### src/rtl/ldpf_pkg.sv
// ============================================================================
// ldpf_pkg: shared types and constants of the local dispersion peak filter
// Transaction types for both channels, the control bundle that drives the
// sample cells, and the constants of the divide-by-three reciprocal.
// ============================================================================
package ldpf_pkg;

  localparam int SAMPLE_W      = 8;
  localparam int DISP_W        = 9;
  localparam int REACH_DEFAULT = 8;

  // floor(s / 3) == (s * 683) >> 11 for every s up to 765
  localparam int             RECIP_W     = 10;
  localparam logic [RECIP_W-1:0] RECIP3  = 10'd683;
  localparam int             RECIP_SHIFT = 11;

  // Sum widths: three bytes and six bytes
  localparam int SUM3_W = SAMPLE_W + 2;
  localparam int SUM6_W = SAMPLE_W + 3;

  typedef struct packed {
    logic [SAMPLE_W-1:0] sample;
    logic                end_of_signal;
  } ldpf_in_t;

  typedef struct packed {
    logic signed [DISP_W-1:0] dispersion;
    logic                     last_result;
  } ldpf_out_t;

  // Per-cycle control shared by every cell of the chain
  typedef struct packed {
    logic step;     // chain moves this cycle
    logic accept;   // the move takes a new input sample
    logic end_in;   // that sample closes the sequence
  } ldpf_step_t;

endpackage

### src/rtl/local_dispersion_peak_filter_top.sv
// ============================================================================
// local_dispersion_peak_filter_top: streaming local dispersion filter
// Byte samples in, one signed center-minus-surround mean per sample out.
// ============================================================================
// Usage:
//   item (valid/ready) carries one sample and an end_of_signal flag; result
//   (valid/ready) carries the 9-bit signed dispersion and last_result.
//   Sample p of a sequence gets its result once sample p+REACH has been
//   taken; from there it moves through the sum stage into the result register.
//   Ends are handled by mirror reflection with the edge sample repeated.
// Throughput:
//   One sample per cycle unless result_ready stalls the pipeline. After
//   the end_of_signal sample the chain takes REACH flush steps fed from the
//   mirror stack, item_ready is low during them, and they deliver the
//   pending results, the last one flagged; n samples use n + REACH chain steps.
// Reset:
//   rst clears the pipeline valid bits, the sample count and the flush count;
//   the history bytes need no clearing, every read byte is rewritten first.
// Stalls:
//   A three-deep pipeline (history chain, sum stage, output register) holds
//   its results while result_ready is low; outside a flush, item_ready drops
//   only once every stage is full.
// ============================================================================
module local_dispersion_peak_filter_top
  import ldpf_pkg::*;
#(
  parameter int REACH = REACH_DEFAULT
) (
  input  logic      clk,
  input  logic      rst,
  input  logic      item_valid,
  output logic      item_ready,
  input  ldpf_in_t  item,
  output logic      result_valid,
  input  logic      result_ready,
  output ldpf_out_t result
);

  localparam int DEPTH = 2 * REACH + 1;
  localparam int CW    = $clog2(REACH + 1);

  logic [SAMPLE_W-1:0] hist      [DEPTH];
  logic [SAMPLE_W-1:0] hist_next [DEPTH];
  logic [SAMPLE_W-1:0] mirror    [REACH];

  logic [CW-1:0]       count;
  logic [CW-1:0]       flush_cnt;
  logic                flushing;
  logic                win_valid;
  logic                win_last;
  logic                take;
  logic                adv_chain;
  logic                in_acc;
  logic                flush_step;
  logic                flush_done;
  logic                emit;
  logic [SAMPLE_W-1:0] inject;
  ldpf_step_t          ctl;

  // Chain control
  assign flushing   = flush_cnt != '0;
  assign adv_chain  = !win_valid || take;
  assign item_ready = adv_chain && !flushing;
  assign in_acc     = item_valid && item_ready;
  assign flush_step = flushing && adv_chain;
  assign flush_done = flush_step && (flush_cnt == CW'(1));
  assign emit       = ctl.step && (count == CW'(REACH));
  assign inject     = in_acc ? item.sample : mirror[0];

  assign ctl.step   = in_acc || flush_step;
  assign ctl.accept = in_acc;
  assign ctl.end_in = item.end_of_signal;

  // Sample count, saturating at REACH; cleared when the flush completes
  always_ff @(posedge clk) begin
    if (rst) begin
      count <= '0;
    end else if (flush_done) begin
      count <= '0;
    end else if (ctl.step && count != CW'(REACH)) begin
      count <= count + CW'(1);
    end
  end

  // Flush counter: REACH steps after the closing sample
  always_ff @(posedge clk) begin
    if (rst) begin
      flush_cnt <= '0;
    end else if (in_acc && item.end_of_signal) begin
      flush_cnt <= CW'(REACH);
    end else if (flush_step) begin
      flush_cnt <= flush_cnt - CW'(1);
    end
  end

  // Window valid flag of the history chain stage
  always_ff @(posedge clk) begin
    if (rst) begin
      win_valid <= 1'b0;
    end else if (ctl.step) begin
      win_valid <= emit;
    end else if (take) begin
      win_valid <= 1'b0;
    end
  end

  always_ff @(posedge clk) begin
    if (ctl.step) begin
      win_last <= flush_done;
    end
  end

  // History chain
  for (genvar i = 0; i < DEPTH; i++) begin : g_tap
    if (i == 0) begin : g_head
      ldpf_tap_cell #(
        .INDEX (i),
        .REACH (REACH)
      ) u_cell (
        .clk        (clk),
        .ctl        (ctl),
        .count      (count),
        .sample     (item.sample),
        .shift_in   (inject),
        .value      (hist[i]),
        .value_next (hist_next[i])
      );
    end else begin : g_body
      ldpf_tap_cell #(
        .INDEX (i),
        .REACH (REACH)
      ) u_cell (
        .clk        (clk),
        .ctl        (ctl),
        .count      (count),
        .sample     (item.sample),
        .shift_in   (hist[i-1]),
        .value      (hist[i]),
        .value_next (hist_next[i])
      );
    end
  end

  // Mirror stack over the head of the chain
  for (genvar i = 0; i < REACH; i++) begin : g_mirror
    if (i == REACH - 1) begin : g_top
      ldpf_mirror_cell u_cell (
        .clk        (clk),
        .ctl        (ctl),
        .hist_next  (hist_next[i]),
        .from_above (mirror[i]),
        .value      (mirror[i])
      );
    end else begin : g_body
      ldpf_mirror_cell u_cell (
        .clk        (clk),
        .ctl        (ctl),
        .hist_next  (hist_next[i]),
        .from_above (mirror[i+1]),
        .value      (mirror[i])
      );
    end
  end

  // Window arithmetic and output register
  ldpf_window u_window (
    .clk          (clk),
    .rst          (rst),
    .win_valid    (win_valid),
    .win_last     (win_last),
    .near_taps    ({hist[2], hist[1], hist[0]}),
    .center_taps  ({hist[REACH+1], hist[REACH], hist[REACH-1]}),
    .far_taps     ({hist[2*REACH], hist[2*REACH-1], hist[2*REACH-2]}),
    .take         (take),
    .result_valid (result_valid),
    .result_ready (result_ready),
    .result       (result)
  );

  // Checks
  a_flush_load: assert property (@(posedge clk) disable iff (rst)
    (item_valid && item_ready && item.end_of_signal) |=> (flush_cnt == CW'(REACH)))
    else $error("flush count not loaded after closing sample");

  a_no_take_in_flush: assert property (@(posedge clk) disable iff (rst)
    (flush_cnt != '0) |-> !item_ready)
    else $error("sample taken during flush");

  a_count_range: assert property (@(posedge clk) disable iff (rst)
    count <= CW'(REACH))
    else $error("sample count beyond reach");

endmodule

### src/rtl/ldpf_tap_cell.sv
// ============================================================================
// ldpf_tap_cell: one byte of the sample history chain
// Takes its neighbor's byte on every step. Cells at mirrored positions left of
// the sequence start take the incoming sample instead, so that the chain
// always shows the reflected signal.
// ============================================================================
module ldpf_tap_cell
  import ldpf_pkg::*;
#(
  parameter int INDEX = 0,
  parameter int REACH = REACH_DEFAULT
) (
  input  logic                            clk,
  input  ldpf_step_t                      ctl,
  input  logic [$clog2(REACH+1)-1:0]      count,
  input  logic [SAMPLE_W-1:0]             sample,
  input  logic [SAMPLE_W-1:0]             shift_in,
  output logic [SAMPLE_W-1:0]             value,
  output logic [SAMPLE_W-1:0]             value_next
);

  localparam int CW   = $clog2(REACH + 1);
  localparam bit ODD  = (INDEX % 2) == 1;
  localparam bit DEEP = INDEX > 0;
  localparam int HALF = DEEP ? (INDEX - 1) / 2 : 0;
  localparam int LOW  = (INDEX > REACH) ? INDEX - REACH : 0;

  logic odd_load;
  logic fill_load;

  // Sample k also lands at mirrored position -(k+1)
  assign odd_load = ctl.accept && ODD && (count == CW'(HALF));

  // A short sequence ends: the far mirrored positions repeat the end sample
  assign fill_load = ctl.accept && ctl.end_in && DEEP &&
                     (count <= CW'(HALF)) && (count >= CW'(LOW));

  always_comb begin
    if (!ctl.step) begin
      value_next = value;
    end else if (odd_load || fill_load) begin
      value_next = sample;
    end else begin
      value_next = shift_in;
    end
  end

  always_ff @(posedge clk) begin
    value <= value_next;
  end

endmodule

### src/rtl/ldpf_mirror_cell.sv
// ============================================================================
// ldpf_mirror_cell: one byte of the end-of-sequence mirror stack
// Tracks the head of the history chain while samples arrive, then shifts
// toward the head during a flush so the chain is fed the reflected tail.
// ============================================================================
module ldpf_mirror_cell
  import ldpf_pkg::*;
(
  input  logic                clk,
  input  ldpf_step_t          ctl,
  input  logic [SAMPLE_W-1:0] hist_next,
  input  logic [SAMPLE_W-1:0] from_above,
  output logic [SAMPLE_W-1:0] value
);

  always_ff @(posedge clk) begin
    if (ctl.step) begin
      value <= ctl.accept ? hist_next : from_above;
    end
  end

endmodule

### src/rtl/ldpf_window.sv
// ============================================================================
// ldpf_window: window arithmetic and output register
// Stage one adds the three center taps and the six surrounding taps; stage
// two divides both by reciprocal multiplication and takes the difference.
// ============================================================================
module ldpf_window
  import ldpf_pkg::*;
(
  input  logic                        clk,
  input  logic                        rst,
  input  logic                        win_valid,
  input  logic                        win_last,
  input  logic [2:0][SAMPLE_W-1:0]    near_taps,
  input  logic [2:0][SAMPLE_W-1:0]    center_taps,
  input  logic [2:0][SAMPLE_W-1:0]    far_taps,
  output logic                        take,
  output logic                        result_valid,
  input  logic                        result_ready,
  output ldpf_out_t                   result
);

  localparam int PROD_W = SUM3_W + RECIP_W;

  logic              sum_valid;
  logic              sum_last;
  logic [SUM3_W-1:0] sum3;
  logic [SUM6_W-1:0] sum6;
  logic              adv_out;
  logic [PROD_W-1:0] prod3;
  logic [PROD_W-1:0] prod6;
  logic [SAMPLE_W-1:0] mean3;
  logic [SAMPLE_W-1:0] mean6;

  assign adv_out = !result_valid || result_ready;
  assign take    = !sum_valid || adv_out;

  // Stage one: window sums
  always_ff @(posedge clk) begin
    if (rst) begin
      sum_valid <= 1'b0;
    end else if (take) begin
      sum_valid <= win_valid;
    end
  end

  always_ff @(posedge clk) begin
    if (take && win_valid) begin
      sum_last <= win_last;
      sum3 <= SUM3_W'(center_taps[0]) + SUM3_W'(center_taps[1]) +
              SUM3_W'(center_taps[2]);
      sum6 <= SUM6_W'(near_taps[0]) + SUM6_W'(near_taps[1]) +
              SUM6_W'(near_taps[2]) + SUM6_W'(far_taps[0]) +
              SUM6_W'(far_taps[1]) + SUM6_W'(far_taps[2]);
    end
  end

  // Stage two: divide by 3 and by 6 (halve, then divide by 3)
  assign prod3 = PROD_W'(sum3) * PROD_W'(RECIP3);
  assign prod6 = PROD_W'(sum6[SUM6_W-1:1]) * PROD_W'(RECIP3);
  assign mean3 = prod3[RECIP_SHIFT +: SAMPLE_W];
  assign mean6 = prod6[RECIP_SHIFT +: SAMPLE_W];

  always_ff @(posedge clk) begin
    if (rst) begin
      result_valid <= 1'b0;
    end else if (adv_out) begin
      result_valid <= sum_valid;
    end
  end

  always_ff @(posedge clk) begin
    if (adv_out && sum_valid) begin
      result.dispersion  <= $signed({1'b0, mean3}) - $signed({1'b0, mean6});
      result.last_result <= sum_last;
    end
  end

endmodule

### config.mk
export PLATFORM = sky130hd
export DESIGN_NAME = local_dispersion_peak_filter_top
export DESIGN_NICKNAME = d
export VERILOG_FILES = /design/src/rtl/ldpf_pkg.sv /design/src/rtl/local_dispersion_peak_filter_top.sv /design/src/rtl/ldpf_tap_cell.sv /design/src/rtl/ldpf_mirror_cell.sv /design/src/rtl/ldpf_window.sv
export SDC_FILE = /design/constraint.sdc
export NUM_CORES = 1
export LEC_CHECK = 0
export ABC_CLOCK_PERIOD_IN_PS = 6010
export BUFFER_PORTS_ARGS = -buffer_cell sky130_fd_sc_hd__buf_2
export CAP_MARGIN = 20
export CORE_MARGIN = 5
export CORE_UTILIZATION = 45
export CTS_CLUSTER_SIZE = 10
export DETAILED_ROUTE_END_ITERATION = 6
export GPL_TIMING_DRIVEN = 0
export PLACE_DENSITY = 0.7
export SLEW_MARGIN = 20
export SYNTH_ARGS = -nofsm -noshare
export SYNTH_HDL_FRONTEND = slang
export SYNTH_SLANG_ARGS = --single-unit
### constraint.sdc
create_clock -name clk -period 6.01 [get_ports clk]
set_clock_uncertainty 0.2 [all_clocks]
set_input_delay 0.601 -clock clk [delete_from_list [all_inputs] [get_ports clk]]
set_output_delay 0.601 -clock clk [all_outputs]
set_load 0.005 [all_outputs]
==> flow_metrics.tcl <==
set metrics [dict create \
    drt_iter0_drc 630 \
    path_cells "ha_4 > ha_1 > inv_1 > fa_1 > inv_1 > fa_1 > inv_1 > fa_1 > inv_1 > ha_1 > and3_1 > a31o_2 > a21oi_2 > xor2_1 > ha_1 > inv_1 > fa_2 > a21o_1 > a21oi_2 > o21bai_1 > a21oi_2 > nor2_1 > a211oi_1" \
    max_clock_freq_mhz 173.1 \
    cts_buffers 28 \
    critPathLaunchType "flop" \
    synthTopCellsByCount "edfxtp_1 (168), ha_1 (167), inv_1 (155)" \
    area_growth_pct 11.44 \
    crit_family "adder cells" \
    ant_nets 0 \
    wl_met1_microns 13900 \
    cap_violations 0 \
    clockBufferDepth 3 \
    wl_per_cell_microns 16.63 \
    core_sq_um 33530 \
    cpPeakStageDelay_ps 540 \
    setup_viol 0 \
    final_layout_size_suffix_gt1_share_pct 11.64 \
    worstPathRequired_ps 6160 \
    io_pins 25 \
    synth_area_sq_um 15250 \
    hold_class "in -> reg" \
    synthTopCellsByArea "edfxtp_1 (33%), ha_1 (14%), dfxtp_1 (9.8%), fa_1 (9.2%), mux2_2 (4.8%)" \
    clk_latency_ps 560 \
    synthDistinctLibCells 60 \
    path_class "reg -> reg" \
    synth-async-reset-ratio_pct 0 \
    slew_headroom_pct 33.96 \
    root_buffer "clkbuf_16" \
    post-route-min-period_ps 5776 \
    wirelength_microns 31750 \
    viasPerCell 5.309 \
    timing.final.crit_share_pct 96.10 \
    startpoint "u_window.sum3[5]" \
    cp.arrival_ps 5930 \
    status "finished clean" \
    yosysWarnings 0 \
    synth_edf_count 168 \
    synth_top_area_cell "edfxtp_1" \
    seq_area_frac_synth_pct 42.92 \
    syn_area_per_cell_sq_um 11.08 \
    die_area_sq_um 37670 \
    yosys.area.top_type_share_pct 33.08 \
    syn_nets 1626 \
    wl_met3_microns 1407 \
    path_max_fanout 4 \
    final-hold-violation-count 0 \
    dp_hpwl_microns 23670 \
    firstDrtPassIters 5 \
    max_slew.worst_pin.slew_ps 990.5 \
    clk_pin_slew_worst_paths_ps 60 \
    start_util_pct 45.48 \
    nFillCells 2966 \
    grt_pass1_wl_microns 52550 \
    fp.dieW_microns 194.1 \
    synthFlopType "edfxtp_1" \
    crit_buf_inv 5 \
    synth_most_common_cell "edfxtp_1" \
    antenna_found_initial 0 \
    crit_path_end_kind "flop" \
    row_count 67 \
    cts_sinks 243 \
    num_vias 10130 \
    synth_cells 1376 \
    min_from "rst" \
    grt_pass1_vias 10360 \
    fin_nets 1689 \
    drv_slew 0 \
    routed.top_layer "met4" \
    cp_common_cell "inv_1" \
    grt_max_degree 79 \
    htree_levels 1 \
    critPathSlowestCell "fa_1" \
    grt_overflow_total 0 \
    gp_congestion 0.8499 \
    remaining_drc_errors 0 \
    die_h_microns 194.1 \
    wl_met2_microns 15790 \
    grt_use_total_pct 16.69 \
    synth_seq_cells 243 \
    reg2reg_from "u_window.sum3[5]" \
    cts_tree "done" \
    holdWs_ps 183.7 \
    num_antenna_cells 0 \
    io_buffers 14 \
]
## stage by stage
stage	worst slack (ps)	cell area, sq um	TNS (ps)	instances	util [%]
finish	234.1	17000	0	1909	50.69
global route	-27.30	17000	-44.86	1909	50.69
CTS	5.806	16790	0	1893	50.06
detailed placement	-233.4	15930	-698.2	1839	47.49
global placement	-1713	15880	-227480	1838	47.36
floorplan	358.1	15250	0	1376	-
## layer usage
metal,global-route usage [%],vias up
li1,-,4911
met3,2.050,39
met4,3.802,0
met1,22.07,4976
met2,29.50,208
met5,0,-
## state kept, by name (all words and copies together) (netlist names)
register,count
u_window.result,10
g_tap.g_head.u_cell.value,8
g_mirror.g_top.u_cell.value,8
g_mirror.g_body.u_cell.value,56
g_tap.g_body.u_cell.value,128
win_last,1
u_window.sum3,10
flush_cnt,4
count,4
u_window.sum6,10
win_valid,1
u_window.sum_last,1
u_window.result_valid,1
u_window.sum_valid,1
## what timing repair did
item                       in CTS  in global routing
setup endpoints to repair       4                  4
pin swaps                       0                  9
hold buffers                    0                  0
cloned                          0                  0
setup buffers                   2                 16
gates resized for setup         6                 16
## kinds of logic (layout without fill, tap and decap cells)
group	count (synthesis)	after routing	share of synthesized area (%)
buf+inv	213	298	5.374
simple gates	265	265	7.983
flops	243	243	42.92
xor+xnor	55	55	3.159
compound gates	240	240	9.066
mux	123	123	8.606
fa+ha+maj	237	237	22.89
## area by class of cell
type / count / area [sq um] / share of cell area (%)
Buffer: 57 / 234.0 / 1.377
Clock inverter: 2 / 35.03 / 0.2061
Sequential cell: 243 / 6546 / 38.52
Multi-Input combinational cell: 920 / 8014 / 47.15
Tap cell: 448 / 560.5 / 3.298
Inverter: 156 / 590.6 / 3.475
Clock buffer: 50 / 783.3 / 4.608
Timing Repair Buffer: 33 / 232.7 / 1.369
## path summary, 6_finish.rpt
path	endpoint	slack, ps	depth (start not counted)
hold / removal	u_window.sum_valid	180	2
setup reg to reg	u_window.result[9]	230	23
setup / recovery	u_window.result[9]	230	23
hold reg to reg	u_window.result[0]	230	0
## placed cells by master (no fill, tap or decap), types with 7 or more instances in the layout
cell type  count
o21ai_1       24
nor2b_1       14
fa_1          69
edfxtp_1     168
dfxtp_1       75
inv_1        155
buf_4         18
xnor2_1       37
xor2_1        17
nor2_1        43
a21o_1        16
clkbuf_1      67
o21ai_0      104
nand2_1      151
mux2_2        65
and3_1         7
nor3_1        13
o22ai_1        9
mux2i_1       58
clkbuf_16     28
a21oi_1       37
ha_1         162
buf_2         24
Power is left out: the tool's default activity adds up to more than one toggle a clock period on the data nets, which glitch-free logic cannot reach.
